===== src/rtl/spe_pkg.sv =====
// ----------------------------------------------------------------------------
// spe_pkg
// Shared types and constants of the segment pooling engine.
// ----------------------------------------------------------------------------
`timescale 1ns / 1ps
`default_nettype none

package spe_pkg;

  localparam int COLUMNS_DEF      = 256;
  localparam int MAX_ROWS_DEF     = 65536;
  localparam int MAX_SEG_ROWS_DEF = 1024;

  localparam int SAMPLE_W   = 16;
  localparam int COL_W      = 8;
  localparam int ACC_W      = 26;
  localparam int SRC_W      = 17;
  localparam int MODE_W     = 2;
  localparam int NCOL_W     = 9;
  localparam int CFG_IDX_W  = 1;
  localparam int CFG_DATA_W = 9;
  localparam int Q_DEPTH    = 2;

  localparam logic [NCOL_W-1:0] NCOL_RESET = NCOL_W'(256);

  localparam logic signed [ACC_W-1:0] ACC_MAX = {1'b0, {(ACC_W-1){1'b1}}};
  localparam logic signed [ACC_W-1:0] ACC_MIN = {1'b1, {(ACC_W-1){1'b0}}};

  typedef enum logic [CFG_IDX_W-1:0] {
    REG_POOLING_MODE   = 1'b0,
    REG_COLUMNS_IN_USE = 1'b1
  } cfg_reg_t;

  typedef enum logic [MODE_W-1:0] {
    MODE_MAX  = 2'd0,
    MODE_SUM  = 2'd1,
    MODE_MEAN = 2'd2,
    MODE_SUM3 = 2'd3
  } pool_mode_t;

  typedef enum logic {
    ACT_DATA  = 1'b0,
    ACT_EMPTY = 1'b1
  } action_t;

  typedef enum logic [1:0] {
    B_IDLE,
    B_READ,
    B_DIV,
    B_EMIT
  } back_state_t;

  typedef struct packed {
    action_t                    act;
    logic signed [SAMPLE_W-1:0] sample;
    logic [COL_W-1:0]           col;
    logic                       last;
    logic                       seg_end;
    logic                       begins;
  } cmd_t;

endpackage

`default_nettype wire


===== src/rtl/spe_queue.sv =====
// ----------------------------------------------------------------------------
// spe_queue
// Short command queue between the classifier and the accumulator engine.
// ----------------------------------------------------------------------------
`timescale 1ns / 1ps
`default_nettype none

module spe_queue import spe_pkg::*; (
  input  logic clk,
  input  logic rst_n,
  input  logic push,
  input  cmd_t push_cmd,
  output logic full,
  input  logic pop,
  output logic head_valid,
  output cmd_t head
);

  localparam int PTR_W = (Q_DEPTH > 1) ? $clog2(Q_DEPTH) : 1;

  cmd_t             slot_r [Q_DEPTH];
  logic [PTR_W-1:0] wr_ptr_r;
  logic [PTR_W-1:0] rd_ptr_r;
  logic [PTR_W:0]   count_r;

  assign full       = count_r == (PTR_W + 1)'(Q_DEPTH);
  assign head_valid = count_r != '0;
  assign head       = slot_r[rd_ptr_r];

  always_ff @(posedge clk) begin
    if (push) begin
      slot_r[wr_ptr_r] <= push_cmd;
    end
  end

  always_ff @(posedge clk) begin
    if (!rst_n) begin
      wr_ptr_r <= '0;
      rd_ptr_r <= '0;
      count_r  <= '0;
    end else begin
      if (push) begin
        wr_ptr_r <= (wr_ptr_r == PTR_W'(Q_DEPTH - 1)) ? '0 : wr_ptr_r + PTR_W'(1);
      end
      if (pop) begin
        rd_ptr_r <= (rd_ptr_r == PTR_W'(Q_DEPTH - 1)) ? '0 : rd_ptr_r + PTR_W'(1);
      end
      if (push && !pop) begin
        count_r <= count_r + (PTR_W + 1)'(1);
      end else if (pop && !push) begin
        count_r <= count_r - (PTR_W + 1)'(1);
      end
    end
  end

`ifndef NO_ASSERTIONS
  a_no_push_full: assert property (@(posedge clk) disable iff (!rst_n)
    push |-> !full) else $error("queue pushed while full");
  a_no_pop_empty: assert property (@(posedge clk) disable iff (!rst_n)
    pop |-> head_valid) else $error("queue popped while empty");
`endif

endmodule

`default_nettype wire


===== config.mk =====
export PLATFORM = sky130hd
export DESIGN_NAME = spe_queue
export DESIGN_NICKNAME = d
export VERILOG_FILES = /design/src/rtl/spe_pkg.sv /design/src/rtl/spe_queue.sv
export SDC_FILE = /design/constraint.sdc
export NUM_CORES = 1
export LEC_CHECK = 0
export BUFFER_PORTS_ARGS = -buffer_cell sky130_fd_sc_hd__buf_2
export CAP_MARGIN = 20
export CORE_MARGIN = 2
export CORE_UTILIZATION = 30
export CTS_CLUSTER_DIAMETER = 150
export DETAILED_ROUTE_END_ITERATION = 6
export PLACE_DENSITY = 0.53
export SYNTH_ARGS = -nofsm -noshare
export SYNTH_HDL_FRONTEND = slang
export SYNTH_SLANG_ARGS = --single-unit

===== constraint.sdc =====
create_clock -name clk -period 3.1 [get_ports clk]
set_input_delay 0.31 -clock clk [delete_from_list [all_inputs] [get_ports clk]]
set_output_delay 0.31 -clock clk [all_outputs]
set_load 0.05 [all_outputs]

-- Word-level counts from Yosys, hierarchy flattened
Memories as Yosys holds them, arrays and structs flattened. A register that Yosys moved wholly into a read port is not among the register bits.
Index checks and enable logic that the tools add are counted.
- add/subtract/negate cells: 4
- equal/unequal tests: 1
- reduce and logical (&&, ||, !) cells: 6
- mux-type cells: 8
- operators by type and width (operator ; number):
    1-bit two-way mux ; 6
    2-bit two-way mux ; 2
    2-bit nonzero test ; 2
    1-bit adder (second input constant) ; 2
    2-bit by 1-bit adder with 2-bit output (second input constant) ; 1
    2-bit == test (second input constant) ; 1
    1-bit logical AND ; 2
    1-bit zero test ; 2
    2-bit by 1-bit subtractor with 2-bit output (second input constant) ; 1
- memories kept: 1
- bits in writable memories: 56
- register bits: 4
- output and inout port bits: 30
- logic and storage cells: 23
- bits of input ports: 32
- memory list (name ; depth ; bits a word ; rd ports ; clocked after Yosys merged registers in ; wr ports ; line ; text):
    slot_r ; 2 ; 28 ; 1 ; 1 ; 1 ; spe_queue.sv:21 ; cmd_t slot_r [Q_DEPTH];

-- Depth between registers and ports, before layout
- word-level depth: 4
- gate-level depth with buffers: 5
- depth with buffers taken out: 5

-- Least setup slack after synthesis
No wires, ideal clock.
- kind: input to register
- start point: input port push
- end point: memory slot_r[0][0] (netlist bit) (enable)
- library setup time: 418 ps
- stages: 1
- path buffers: 0
- arrival time: 1618 ps
- required time: 2682 ps
- slack: 1065 ps
- cells stage by stage: nor2b_1
- word-level cells in the longest chain between the ends: 2
- RTL lines (element ; line ; text):
    from (decl) ; spe_queue.sv:11 ; input logic push,
    1-bit two-way mux ; spe_queue.sv:31 ; if (push) begin
    1-bit two-way mux (not written as such) ; spe_queue.sv:32 ; slot_r[wr_ptr_r] <= push_cmd;
    to (decl) ; spe_queue.sv:21 ;
Every way passes these cells.

==> qor.yml <==
setup_path:
  crit_type: "register to primary output"
  crit_cells: 3
  critPathLaunchType: "register"
  cp_max_fo: 25
  r2r_cells: 2
  slowest_stage: "dfxtp_1"
  cp_cell_sequence: "buf_4, mux2_2, buf_2"
  slowest_delay_ps: 410
  crit_family: "buffers and inverters"
  critPathCaptureType: "primary output"
  required_ps: 2790
  cp.arrival_ps: 1730
  worst-path-buf-inv: 2
routing:
  drc: 0
  dr.pass1.iters: 4
  dr.first_iter.drc_count: 138
  wl_per_cell_um: 13.93
  routed-via-count: 1188
  vias_per_cell: 4.183
  ant_nets: 0
  wl_um: 3955
timing:
  tns_ps: 0
  finalCriticalPeriod_ps: 2036
  fin_crit_sh: 0.6568
  finalHoldViolations: 0
  report.final.slew_viol_count: 0
  fmax_mhz: 491.1
  rsz0062_at_grt: "no"
  finalSetupViolCount: 0
  clock_skew_ps: 6.045
  slew_headroom: 0.4377
  setup_slack_ps: 1064
  tightest_slew_ps: 841.7
global_route:
  grt_pass1_vias: 1265
  grt_overflow: 0
  grt_pass1_wl_um: 6410
  grt_max_degree: 30
  grt_usage: 0.1052
  antenna_found_initial: 0
clock_network:
  tritoncts: "done"
  clockBufferDepth: 2
  cts_buffers: 9
  ctsResizeCount: 0
  insertion_delay_ps: 330
  cts_root_buf: "clkbuf_8"
  cts.sinks: 61
  htreeDepth: 3
  cts_setup_buffers: 0
  cts_hold_buf: 0
  path_clk_slew_ps: 70
outcome:
  status: "finished, final reports clean"
floorplanning:
  die_y_um: 90.53
  fp.dieW_um: 90.53
  rows: 31
  io-pin-count: 62
  coreArea_um2: 7253
  die_area_um2: 8195
  start_util: 0.3096
power:
  ir_drop_v: 0.0002459
  power.density_nw_per_um2: 655.8
  leakagePower_nw: 1.061
placed_design:
  dpl_worst_slack_ps: 1379
  gp_congestion: 0.6622
  dp_hpwl_um: 2718
  placed_cells_incl_taps: 268
  place_area_um2: 2670
  portBuffers: 61
yosys:
  synth_cell_types: 17
  ys_warn_count: 0
  syn_nets: 142
  synth.avg_cell_area_um2: 20.60
  ys_seq_area_frac: 0.7933
  synth_area_um2: 2246
  synth-seq-cells: 61
  synth_cells: 109
final_layout:
  nets: 213
  stdcell_area_um2: 2836
  final_cells: 284
  syn_to_final_growth_pct: 26.30
  antenna_cells: 0
  layout.cells.most_common_list: "buf_2, edfxtp_1, mux2_2"
  final_common_cell: "buf_2"
  drive_gt1_frac: 0.5838
worst_hold_path:
  hold_class: "input pin to register"
  whs_path_depth: 1
job:
  drv_cap: 0
sequential cells by signal, summed over array words and instances, names as in the netlist, named ones only:
register and flops:
slot_r 56, count_r 2, rd_ptr_r 1, wr_ptr_r 1
Yosys cell counts, drive strengths merged:
library cell  number  area, um2
a21boi             1      7.510
and2               4      25.02
and2b              1      8.760
buf                3      27.52
dfxtp              5      100.1
edfxtp            56       1682
ha                 1      12.51
inv                1      3.750
mux2              28      315.3
nor2b              2      12.51
o21a               1      7.510
o21ai              1      5.000
or2                1      6.260
or3                1      6.260
xnor2              1      8.760
xor2               2      17.52
cell type report:
type / count / area (um2)
timing repair buffer: 63 / 320.3
sequential: 61 / 1782
fill: 693 / 4417
inverter: 1 / 3.754
multi-input combinational: 44 / 440.4
clock buffer: 9 / 123.9
tap: 99 / 123.9
clock inverter: 7 / 42.54
metal layers:
metal / up-vias / track usage / share of wire
met4: 0 / 0.06923 / 0.027
li1: 562 / - / -
met2: 42 / 0.1710 / 0.51
met3: 8 / 0.03840 / 0.059
met1: 576 / 0.1153 / 0.40
met5: - / 0 / 0
where the power goes:
group          leakage, nW  internal, mW  switching, mW  total (mW)
Sequential           0.567         0.949         0.0151       0.964
Combinational        0.422        0.0964          0.225       0.321
Clock               0.0723         0.282          0.294       0.575
final timing paths:
kind	start	to	slack (ps)
min	push_cmd[10]	slot_r[1][10]	170
max	register	head[19]	1060
max reg2reg	wr_ptr_r	slot_r[1][21]	1470
min reg2reg	count_r[1]	count_r[1]	510
stage by stage:
| step | util | hold slack (ps) | power [mW] |
|---|---|---|---|
| floorplan | - | 408.9 | 1.226 |
| global placement | 0.3681 | 475.1 | 1.299 |
| detailed placement | 0.3681 | 500.6 | 1.308 |
| CTS | 0.3911 | 146.7 | 1.890 |
| global route | 0.3911 | 145.1 | 1.945 |
| finish | 0.3911 | 165.6 | 1.860 |
cell families (layout without fill, tap and decap cells):
group | count (synthesis) | after routing | share of synthesized area
buffers and inverters | 4 | 80 | 0.01392
muxes | 28 | 28 | 0.1404
AOI/OAI and AO/OA | 3 | 3 | 0.008914
xor gates and xnor gates | 3 | 3 | 0.01170
adders and majority gates | 1 | 1 | 0.005570
and+or+nand+nor | 9 | 9 | 0.02619
DFF | 61 | 61 | 0.7933
No activity file was read; power rests on OpenSTA's default activity.
