===== config.mk =====
export PLATFORM = sky130hd
export DESIGN_NAME = spe_front_flat
export DESIGN_NICKNAME = d
export VERILOG_FILES = /design/src/rtl/spe_pkg.sv /design/src/rtl/spe_ifs.sv /design/src/rtl/spe_front.sv /design/src/flat_wrapper.sv
export SDC_FILE = /design/constraint.sdc
export NUM_CORES = 1
export LEC_CHECK = 0
export BUFFER_PORTS_ARGS = -buffer_cell sky130_fd_sc_hd__buf_4
export CORE_UTILIZATION = 43
export CTS_CLUSTER_DIAMETER = 120
export CTS_CLUSTER_SIZE = 12
export DETAILED_ROUTE_END_ITERATION = 12
export HOLD_SLACK_MARGIN = 0.05
export PLACE_DENSITY = 0.81
export SYNTH_ARGS = -nofsm -noshare
export SYNTH_HDL_FRONTEND = slang
export SYNTH_SLANG_ARGS = --single-unit

===== constraint.sdc =====
create_clock -name clk -period 2.44 [get_ports clk]
set_input_delay 0.122 -clock clk [delete_from_list [all_inputs] [get_ports clk]]
set_output_delay 0.122 -clock clk [all_outputs]
set_load 0.05 [all_outputs]

===== src/rtl/spe_pkg.sv =====
// ----------------------------------------------------------------------------
// spe_pkg
// Shared types and constants of the segment pooling engine.
// ----------------------------------------------------------------------------
`timescale 1ns / 1ps
`default_nettype none

package spe_pkg;

  localparam int COLUMNS_DEF      = 256;
  localparam int MAX_ROWS_DEF     = 65536;
  localparam int MAX_SEG_ROWS_DEF = 1024;

  localparam int SAMPLE_W   = 16;
  localparam int COL_W      = 8;
  localparam int ACC_W      = 26;
  localparam int SRC_W      = 17;
  localparam int MODE_W     = 2;
  localparam int NCOL_W     = 9;
  localparam int CFG_IDX_W  = 1;
  localparam int CFG_DATA_W = 9;
  localparam int Q_DEPTH    = 2;

  localparam logic [NCOL_W-1:0] NCOL_RESET = NCOL_W'(256);

  localparam logic signed [ACC_W-1:0] ACC_MAX = {1'b0, {(ACC_W-1){1'b1}}};
  localparam logic signed [ACC_W-1:0] ACC_MIN = {1'b1, {(ACC_W-1){1'b0}}};

  typedef enum logic [CFG_IDX_W-1:0] {
    REG_POOLING_MODE   = 1'b0,
    REG_COLUMNS_IN_USE = 1'b1
  } cfg_reg_t;

  typedef enum logic [MODE_W-1:0] {
    MODE_MAX  = 2'd0,
    MODE_SUM  = 2'd1,
    MODE_MEAN = 2'd2,
    MODE_SUM3 = 2'd3
  } pool_mode_t;

  typedef enum logic {
    ACT_DATA  = 1'b0,
    ACT_EMPTY = 1'b1
  } action_t;

  typedef enum logic [1:0] {
    B_IDLE,
    B_READ,
    B_DIV,
    B_EMIT
  } back_state_t;

  typedef struct packed {
    action_t                    act;
    logic signed [SAMPLE_W-1:0] sample;
    logic [COL_W-1:0]           col;
    logic                       last;
    logic                       seg_end;
    logic                       begins;
  } cmd_t;

endpackage

`default_nettype wire


===== src/rtl/spe_ifs.sv =====
// ----------------------------------------------------------------------------
// spe_ifs
// Valid/ready channels: element input, pooled result output, config writes.
// ----------------------------------------------------------------------------
`timescale 1ns / 1ps
`default_nettype none

interface spe_in_if import spe_pkg::*; ();
  logic                       valid;
  logic                       ready;
  logic                       action;
  logic signed [SAMPLE_W-1:0] sample;
  logic [COL_W-1:0]           column;
  logic                       segment_end;
  logic                       input_begins;

  modport source (output valid, action, sample, column, segment_end, input_begins,
                  input ready);
  modport sink   (input valid, action, sample, column, segment_end, input_begins,
                  output ready);
endinterface


interface spe_cfg_if import spe_pkg::*; ();
  logic                  valid;
  logic                  ready;
  logic [CFG_IDX_W-1:0]  idx;
  logic [CFG_DATA_W-1:0] data;

  modport source (output valid, idx, data, input ready);
  modport sink   (input valid, idx, data, output ready);
endinterface

`default_nettype wire


===== src/rtl/spe_front.sv =====
// ----------------------------------------------------------------------------
// spe_front
// Config registers and element classification: drops unused columns, flags
// the last column in use and queues data and empty-segment beats.
// ----------------------------------------------------------------------------
`timescale 1ns / 1ps
`default_nettype none

module spe_front import spe_pkg::*; #(
  parameter int COLUMNS = COLUMNS_DEF
) (
  input  logic       clk,
  input  logic       rst_n,
  spe_in_if.sink     in_ch,
  spe_cfg_if.sink    cfg_ch,
  input  logic       q_full,
  output logic       push,
  output cmd_t       push_cmd,
  output pool_mode_t mode
);

  localparam int NC_W = ($clog2(COLUMNS + 1) > NCOL_W) ? $clog2(COLUMNS + 1) : NCOL_W;

  pool_mode_t        mode_r;
  logic [NCOL_W-1:0] cols_r;
  logic [NC_W-1:0]   cols_ext;
  logic [NC_W-1:0]   ncols;
  logic [NC_W-1:0]   col_ext;
  logic              in_range;

  assign cfg_ch.ready = 1'b1;
  assign in_ch.ready  = !q_full;
  assign mode         = mode_r;

  always_ff @(posedge clk) begin
    if (!rst_n) begin
      mode_r <= MODE_MAX;
      cols_r <= NCOL_RESET;
    end else if (cfg_ch.valid) begin
      case (cfg_reg_t'(cfg_ch.idx))
        REG_POOLING_MODE:   mode_r <= pool_mode_t'(cfg_ch.data[MODE_W-1:0]);
        REG_COLUMNS_IN_USE: cols_r <= cfg_ch.data[NCOL_W-1:0];
        default: ;
      endcase
    end
  end

  always_comb begin
    cols_ext = NC_W'(cols_r);
    if (cols_ext == '0) begin
      ncols = NC_W'(1);
    end else if (cols_ext > NC_W'(COLUMNS)) begin
      ncols = NC_W'(COLUMNS);
    end else begin
      ncols = cols_ext;
    end
    col_ext  = NC_W'(in_ch.column);
    in_range = col_ext < ncols;
  end

  always_comb begin
    push             = in_ch.valid && in_ch.ready && in_range;
    push_cmd.act     = action_t'(in_ch.action);
    push_cmd.sample  = in_ch.sample;
    push_cmd.col     = in_ch.column;
    push_cmd.last    = col_ext == (ncols - NC_W'(1));
    push_cmd.seg_end = in_ch.segment_end;
    push_cmd.begins  = in_ch.input_begins;
  end

endmodule

`default_nettype wire


===== src/flat_wrapper.sv =====
// flat-port wrapper written by rule: the top's interface ports become plain ports
module spe_front_flat import spe_pkg::*;
#(
  parameter int COLUMNS = COLUMNS_DEF
)
  (clk, rst_n, q_full, push, push_cmd, mode, in_ch_valid, in_ch_action, in_ch_sample, in_ch_column, in_ch_segment_end, in_ch_input_begins, in_ch_ready, cfg_ch_valid, cfg_ch_idx, cfg_ch_data, cfg_ch_ready);
  spe_in_if in_ch_i ();
  spe_cfg_if cfg_ch_i ();
  input  logic clk;
  input  logic rst_n;
  input  logic q_full;
  output logic push;
  output cmd_t push_cmd;
  output pool_mode_t mode;
  input wire logic [$bits(in_ch_i.valid)-1:0] in_ch_valid;
  input wire logic [$bits(in_ch_i.action)-1:0] in_ch_action;
  input wire logic [$bits(in_ch_i.sample)-1:0] in_ch_sample;
  input wire logic [$bits(in_ch_i.column)-1:0] in_ch_column;
  input wire logic [$bits(in_ch_i.segment_end)-1:0] in_ch_segment_end;
  input wire logic [$bits(in_ch_i.input_begins)-1:0] in_ch_input_begins;
  output wire logic [$bits(in_ch_i.ready)-1:0] in_ch_ready;
  input wire logic [$bits(cfg_ch_i.valid)-1:0] cfg_ch_valid;
  input wire logic [$bits(cfg_ch_i.idx)-1:0] cfg_ch_idx;
  input wire logic [$bits(cfg_ch_i.data)-1:0] cfg_ch_data;
  output wire logic [$bits(cfg_ch_i.ready)-1:0] cfg_ch_ready;
  assign in_ch_i.valid = in_ch_valid;
  assign in_ch_i.action = in_ch_action;
  assign in_ch_i.sample = in_ch_sample;
  assign in_ch_i.column = in_ch_column;
  assign in_ch_i.segment_end = in_ch_segment_end;
  assign in_ch_i.input_begins = in_ch_input_begins;
  assign in_ch_ready = in_ch_i.ready;
  assign cfg_ch_i.valid = cfg_ch_valid;
  assign cfg_ch_i.idx = cfg_ch_idx;
  assign cfg_ch_i.data = cfg_ch_data;
  assign cfg_ch_ready = cfg_ch_i.ready;
  spe_front #(.COLUMNS(COLUMNS)) u_core (.clk(clk), .rst_n(rst_n), .in_ch(in_ch_i), .cfg_ch(cfg_ch_i), .q_full(q_full), .push(push), .push_cmd(push_cmd), .mode(mode));
endmodule

# After elaboration in Yosys (flattened, before gate mapping)
# Cells that the tools add are included.
# classes
addsub	1
magnitude_cmp	2
reduce_logical	6
n_eq_ne	1
n_bitwise	1
mux	2
# ops
operator	count
9-bit two-way mux	2
8-bit by 9-bit equality test with 1-bit output	1
9-bit greater-than comparator (second input constant)	1
9-bit logical NOT	1
8-bit by 9-bit < comparator with 1-bit output	1
9-bit by 1-bit subtractor with 9-bit output (second input constant)	1
2-bit AND reduction	2
1-bit logical AND	2
1-bit logical NOT	1
1-bit NOT	1
# totals
input_bits	42
elab_cells	15
output_inout_bits	33
regBits	11

# Longest topological paths before layout
# Gate-level depths: netlist of run 1.
# depth
ltp_word	5
mapped_depth	11
ltp_nobuf	11

# Least setup slack after synthesis of run 1
# Ideal clock, no wire load.
# synth_timing
kind	reg-to-output
from	register u_core.cols_r[4] (netlist: u_core.cols_ext[4])
to	output port push_cmd[2] (netlist bit)
t_required_ns	2.318
path_stages_with_launch	9
setup_slack_ns	-0.387
arrival_time_ns	2.705
n_path_buf	0
path_cell_list	dfxtp_1 -> nor4_4 -> a21oi_1 -> or2_1 -> ha_1 -> o21a_1 -> o311ai_1 -> a21oi_1 -> nor4_2
# synth_rtl
item	line_no	text
from (decl)	spe_front.sv:25	logic [NCOL_W-1:0] cols_r;
from (signal assigned)	spe_front.sv:42	REG_COLUMNS_IN_USE: cols_r <= cfg_ch.data[NCOL_W-1:0];
to (decl)	flat_wrapper.sv:13	output cmd_t push_cmd;

==> results of run 1 <==
-- worst register-to-register path, cell delays in order, from the launching register on --
cell      delay, ns
dfxtp_2        0.35
buf_4          0.11
buf_4          0.10
nand2_1        0.05
a21boi_0       0.17
-- stage by stage --
| step | hold WS (ns) | utilization, % | setup slack, ns |
|---|---|---|---|
| 3_3_place_gp | 0.2443 | 51.72 | 0.1160 |
| 5_1_grt | 0.08976 | 56.59 | -0.2248 |
| 4_1_cts | 0.07539 | 55.95 | -0.1001 |
| 2_1_floorplan | 0.2461 | - | -0.1036 |
| 3_5_place_dp | 0.2443 | 51.72 | -0.009351 |
| 6_report | 0.07947 | 56.59 | -0.07705 |
-- timing repair --
action / 4_1_cts / 5_1_grt
endpoints found under the setup margin: 2 / 2
setup buffers: 7 / 0
pin swaps: 10 / 3
gates resized for setup: 10 / 3
-- metal layers --
layer  wire [um]  share of wire, %  up-vias  global-route usage [%]
met5           0                 0        -                       0
met4          48               1.8        0                   8.974
met3         164               6.2       10                   1.667
met2        1342                51       58                   39.43
met1        1081                41      478                   20.79
li1            -                 -      542                       -
-- worst max-delay path by stage --
stage / depth (start not counted) / to / slack, ns
final: 9 / push_cmd[2] / -0.08
after global routing: 12 / push / -0.22
after CTS: 12 / push / -0.10
after detailed placement: 9 / push_cmd[2] / -0.009
after global placement: 9 / push_cmd[2] / 0.12
after floorplan: 8 / push_cmd[2] / -0.10
-- synthesized netlist by cell type, types with 4 or more instances --
| cell | number | area (um2) |
|---|---|---|
| inv_1 | 4 | 15.01 |
| a21boi_0 | 9 | 67.56 |
| a21oi_1 | 7 | 35.03 |
| nand2b_1 | 10 | 62.56 |
| dfxtp_1 | 11 | 220.2 |
| nand2_1 | 27 | 101.4 |
| ha_1 | 9 | 112.6 |
| nor2_1 | 5 | 18.77 |
| buf_4 | 28 | 210.2 |
-- state kept, by name, indices dropped and copies added, names as in the netlist --
| signal | flops |
|---|---|
| u_core.cols_ext | 9 |
| u_core.mode | 2 |
-- cells by family (layout without fill, tap and decap cells) --
kind of cell | after synthesis | count (layout) | share of synthesized area [%]
muxes | 2 | 2 | 1.693
xor gates and xnor gates | 5 | 5 | 3.704
and+or+nand+nor | 62 | 62 | 29.10
AOI/OAI and AO/OA | 29 | 29 | 16.61
adders and majority gates | 9 | 9 | 9.524
DFF | 11 | 11 | 18.62
buffers and inverters | 36 | 56 | 20.42
other | 1 | 1 | 0.3172
-- power by group --
group          switching [mW]  total, mW  internal (mW)
combinational           0.130      0.243          0.113
sequential            0.00880      0.196          0.187
clock                  0.0559      0.119         0.0631
total                   0.195      0.558          0.364
-- final cells by class --
class                           count  area, um2
Tap cell                           30      37.54
Multi-Input combinational cell    108      763.2
Clock buffer                        4      26.28
Sequential cell                    11      230.2
Timing Repair Buffer               48      367.9
Fill cell                         248       1105
Inverter                            4      15.01
==> impl_results.md, run 1 <==
- Post-DP HPWL: ~2100 um
- Fmax: slightly below 400 MHz
- Final non-filler cell area: between 1000 and 1500 um2
- Clk root buf: clkbuf_4
- Status: finished with violations
- Worst-path clk slew: roughly 0.070 ns
- Drt wl/cell: roughly 13 um
- Power Total: between 0.5 and 0.6 mW
- Critical hold path startpoint: cfg_ch_data[8]
- Leak Pwr: 0.6356 nW
- Final Cycle Share: 103.2%
- Die footprint: slightly below 3000 um2
- Max Cap Viol: 0
- Reg2reg start: u_core.cols_ext[0]$_SDFFE_PN0P_
- Most frequent cells in the layout: buf_4, nand2_1, nand2b_1, a21boi_0, ha_1
- Post-synthesis sequential area ratio: between 10% and 20%
- Tmin final: ~2.5 ns
- Endpoint, Worst Hold: u_core.cols_ext[8]$_SDFFE_PN1P_
- Critical Path Sink Type: output pin
- Post-DP Area: between 1000 and 1500 um2
- Vias in the first global route: about 1100
- Die W: around 54 um
- Clk_lat worst skew: between 0.2 and 0.3 ns
- Req. time, crit path: around 2.3 ns
- Fin Clk Skew: 0 ns
- Initial Util: a little under half
- Kind of critical path: reg -> out
- DRT Pass-1 Iters: 4
- Post-DRT Antenna Nets: 0
- Ports: between 70 and 80
- Worst path arrival time: 2.40 ns
- Die height: 54.44 um
- Synth unique cells: 37
- Setup Viol. Count Final: 2
- Hold WC Path Type: in -> reg
- EDFF count, synth: 0
- Commonest non-fill, non-tap cell in the layout: buf_4
- Failing checks: setup timing
- DRT Wirelength: 2637 um
- Global Route Usage Sum: 19.94%
- CP delay by family, top: simple AND/OR/NAND/NOR gates
- Largest net degree at the start of global routing: 18
- Crit path cell chain: nor4_4, a21oi_1, or2_1, ha_4, o21a_1, o311ai_2, a21oi_1, nor4_4, buf_6
- Crit path from: u_core.cols_ext[0]$_SDFFE_PN0P_
- #FFs+latches synth: 11
- Power per Cell Area: around 390 nW/um2
- Reg2Reg Setup Slack: approximately 1.6 ns
- Max-slew violations: 0
- Worst r2r dst: u_core.cols_ext[0]$_SDFFE_PN0P_
- Worst Path Max Fanout: 6
- WP buf/inv: 1
- DR vias: 1088
- Final hold vios: 0
- Worst setup margin: -0.07705 ns
- Mapped Nets: 206
- CP peak stage delay: approximately 0.33 ns
- CTS sink cnt: 11
- Gpl congestion: 0.8602
- Asr flop ratio synth: 0%
- Ys flop type: dfxtp_1
- Crit-path slowest cell: dfxtp_2
- YS warnings: 0
- Dpl cells: a little under 200
- Via density: approximately 5.3
- Initial DRC count: 22
- Post-Syn Instances: ~160
- Unrepaired setup endpoints after global routing: yes
- Maximum VDD drop: approximately 310 uV
- CTS Buf Count: 3
- DRC: 0
- Core region area: 2545 um2
- IO Port Bufs: 35
- Max Root-Sink Buffers: 2
- Non-Filler Instances: about 200
- Nets: around 230
- Share of layout cells above drive strength 1: a little over a third
- Reg2reg path depth: 4
- # rows: 18
- Area Overhead vs Synth: 21.80%
- CTS Hold Bufs: 0
- Syn_area_per_cell: about 7.6 um2
- Initial antenna violation count: 0
- Worst hold path cell count: 3
- Mapped Area: between 1000 and 1500 um2
- First-pass GRT wire length: 4374 um
- Total grt overflow: 0
- Setup TNS: -0.1417 ns
- CTS tree: done
- Startpoint types: flip-flop
- Antenna fix cells: 0
- H-tree levels: 1
(Power assumes the default switching activity.)
==> run 2, diff against run 1 <==
--- a/config.mk
+++ b/config.mk
@@ -6,12 +6,12 @@
 export NUM_CORES = 1
 export LEC_CHECK = 0
 export BUFFER_PORTS_ARGS = -buffer_cell sky130_fd_sc_hd__buf_4
-export CORE_UTILIZATION = 43
+export CORE_UTILIZATION = 38
 export CTS_CLUSTER_DIAMETER = 120
 export CTS_CLUSTER_SIZE = 12
 export DETAILED_ROUTE_END_ITERATION = 12
 export HOLD_SLACK_MARGIN = 0.05
-export PLACE_DENSITY = 0.81
+export PLACE_DENSITY = 0.76
 export SYNTH_ARGS = -nofsm -noshare
 export SYNTH_HDL_FRONTEND = slang
 export SYNTH_SLANG_ARGS = --single-unit
==> constraint.sdc (replaced) <==
create_clock -name clk -period 2.2 [get_ports clk]
set_input_delay 0.11 -clock clk [delete_from_list [all_inputs] [get_ports clk]]
set_output_delay 0.11 -clock clk [all_outputs]
set_load 0.05 [all_outputs]
==> run 2 against run 1 <==
Against the previous run:
- the flow finishes with violations (DRC, setup timing)
- clock-buffer cell count unchanged
- non-clock buffer count unchanged
- via count up 0.37%
- die area up 13%
- routed wire length up 2.5%
- design area up 0.17%
- sequential cell count unchanged
- final cell count up 0.49%
- worst setup slack worse by 0.21 ns
==> impl_results.md, run 2 (same netlist as run 1, synthesis figures left out) <==
- Share of layout cells above drive strength 1: between 30% and 40%
- Max Cap Viol: 0
- Max Root-Sink Buffers: 2
- Worst path arrival time: 2.37 ns
- Worst-path clk slew: 0.06 ns
- Req. time, crit path: roughly 2.1 ns
- Final hold vios: 0
- Final Cycle Share: 112.9%
- IO Port Bufs: 35
- Most used cell, CP: o21a_1
- Die height: between 50 and 60 um
- Drt wl/cell: 13.12 um
- Worst setup margin: -0.2846 ns
- Die footprint: 3339 um2
- DRT Wirelength: between 2000 and 3000 um
- Post-DP HPWL: approximately 2200 um
- Failing checks: DRC, setup timing
- Total grt overflow: 0
- Via density: approximately 5.3
- Hold slack: 0.06994 ns
- Status: finished with violations
- Die W: 57.78 um
- Unrepaired setup endpoints after global routing: yes
- Commonest non-fill, non-tap cell in the layout: buf_4
- DRT Pass-1 Iters: 8
- Max-slew violations: 0
- Global Route Usage Sum: between 10% and 20%
- DRC: 8
- CTS sink cnt: 11
- Leak Pwr: between 0.6 and 0.7 nW
- Hold WC Path Type: in -> reg
- Tmin final: around 2.5 ns
- CP peak stage delay: 0.33 ns
- Core region area: about 2900 um2
- Post-DRT Antenna Nets: 0
- First-pass GRT wire length: 4374 um
- Fmax: approximately 400 MHz
- Ports: 75
- Worst hold path cell count: 3
- CTS Buf Count: 3
- H-tree levels: 1
- CTS tree: done
- Startpoint types: flip-flop
- Power per Cell Area: about 430 nW/um2
- Clk root buf: clkbuf_4
- Initial Util: ~41%
- Kind of critical path: reg -> out
- # rows: 19
- Reg2reg path depth: 3
- Initial antenna violation count: 0
- Gpl congestion: roughly 0.85
- Most frequent cells in the layout: buf_4, nand2_1, nand2b_1, a21boi_0, dfxtp_1
- Utilization after layout: roughly 51%
- Vias in the first global route: between 1000 and 1500
- Crit path from: u_core.cols_ext[3]$_SDFFE_PN0P_
- Antenna fix cells: 0
- Critical Path Sink Type: output pin
- Crit path cell chain: nor4_4, a21oi_1, or2_1, inv_1, ha_1, nor2b_1, o21a_1, o21a_1, o21ai_2, nand2b_1, a31oi_4, buf_6
- Nets: between 200 and 250
- Clk_lat worst skew: between 0.2 and 0.3 ns
- Area Overhead vs Synth: 22.01%
- Critical hold path startpoint: cfg_ch_data[8]
- Fin Clk Skew: 0 ns
- DR vias: ~1100
- Largest net degree at the start of global routing: 19
- Setup Viol. Count Final: 2
- Maximum VDD drop: between 300 and 400 uV
- Largest register FFs: 9
- Reg2reg start: u_core.cols_ext[4]$_SDFFE_PN0P_
- Initial DRC count: 44
- Worst Path Max Fanout: 2
- Crit-path slowest cell: dfxtp_1
==> run 2: metrics by stage <==
step	instance area [um2]	total power [mW]	TNS [ns]	instances	setup WS (ns)
floorplan	1222	0.4882	-0.2546	155	-0.2546
global placement	1394	0.4771	-0.06592	202	-0.03878
detailed placement	1394	0.4849	-0.1927	202	-0.1039
CTS	1428	0.6172	-0.6854	206	-0.3432
global route	1443	0.6557	-0.8602	206	-0.4593
finish	1443	0.6189	-0.5497	206	-0.2846
==> run 2: routing by layer <==
metal / GRT usage (%) / vias up / share of wire (%)
li1: - / 539 / -
met1: 18.19 / 492 / 41
met2: 30.56 / 53 / 50
met4: 6.803 / 0 / 1.8
met3: 2.455 / 8 / 7.2
met5: 0 / - / 0
==> run 2: repair_timing <==
item / 4_1_cts / 5_1_grt
resized for setup: 2 / 4
hold buffers: 0 / 0
pin swaps: 2 / 1
buffers inserted: 0 / 0
endpoints found under the setup margin: 2 / 2
==> run 2: final timing paths <==
| check | slack (ns) | to |
|---|---|---|
| setup / recovery | -0.28 | push |
| hold / removal | 0.07 | u_core.cols_ext[8]$_SDFFE_PN1P_ |
| setup reg to reg | 1.35 | u_core.cols_ext[4]$_SDFFE_PN0P_ |
| hold reg to reg | 0.48 | u_core.mode[0]$_SDFFE_PN0P_ |
==> run 2: area by class of cell <==
| cell class | count | area [um2] |
|---|---|---|
| Clock buffer | 4 | 26.28 |
| Fill cell | 301 | 1410 |
| Inverter | 4 | 15.01 |
| Multi-Input combinational cell | 108 | 772.0 |
| Sequential cell | 11 | 222.7 |
| Tap cell | 31 | 38.79 |
| Timing Repair Buffer | 48 | 367.9 |
==> run 2: critical path: cells and delay by family, from the launching register on <==
family          cells  cell delay (ns)
compound gates      5             0.69
fa+ha+maj           1             0.13
flops               1             0.33
buf+inv             2             0.25
simple gates        4             0.71
==> run 2: power by group <==
part / total [mW] / internal, mW / switching, mW
logic: 0.269 / 0.123 / 0.146
registers: 0.218 / 0.209 / 0.00837
clock network: 0.133 / 0.0701 / 0.0624
total: 0.619 / 0.402 / 0.217
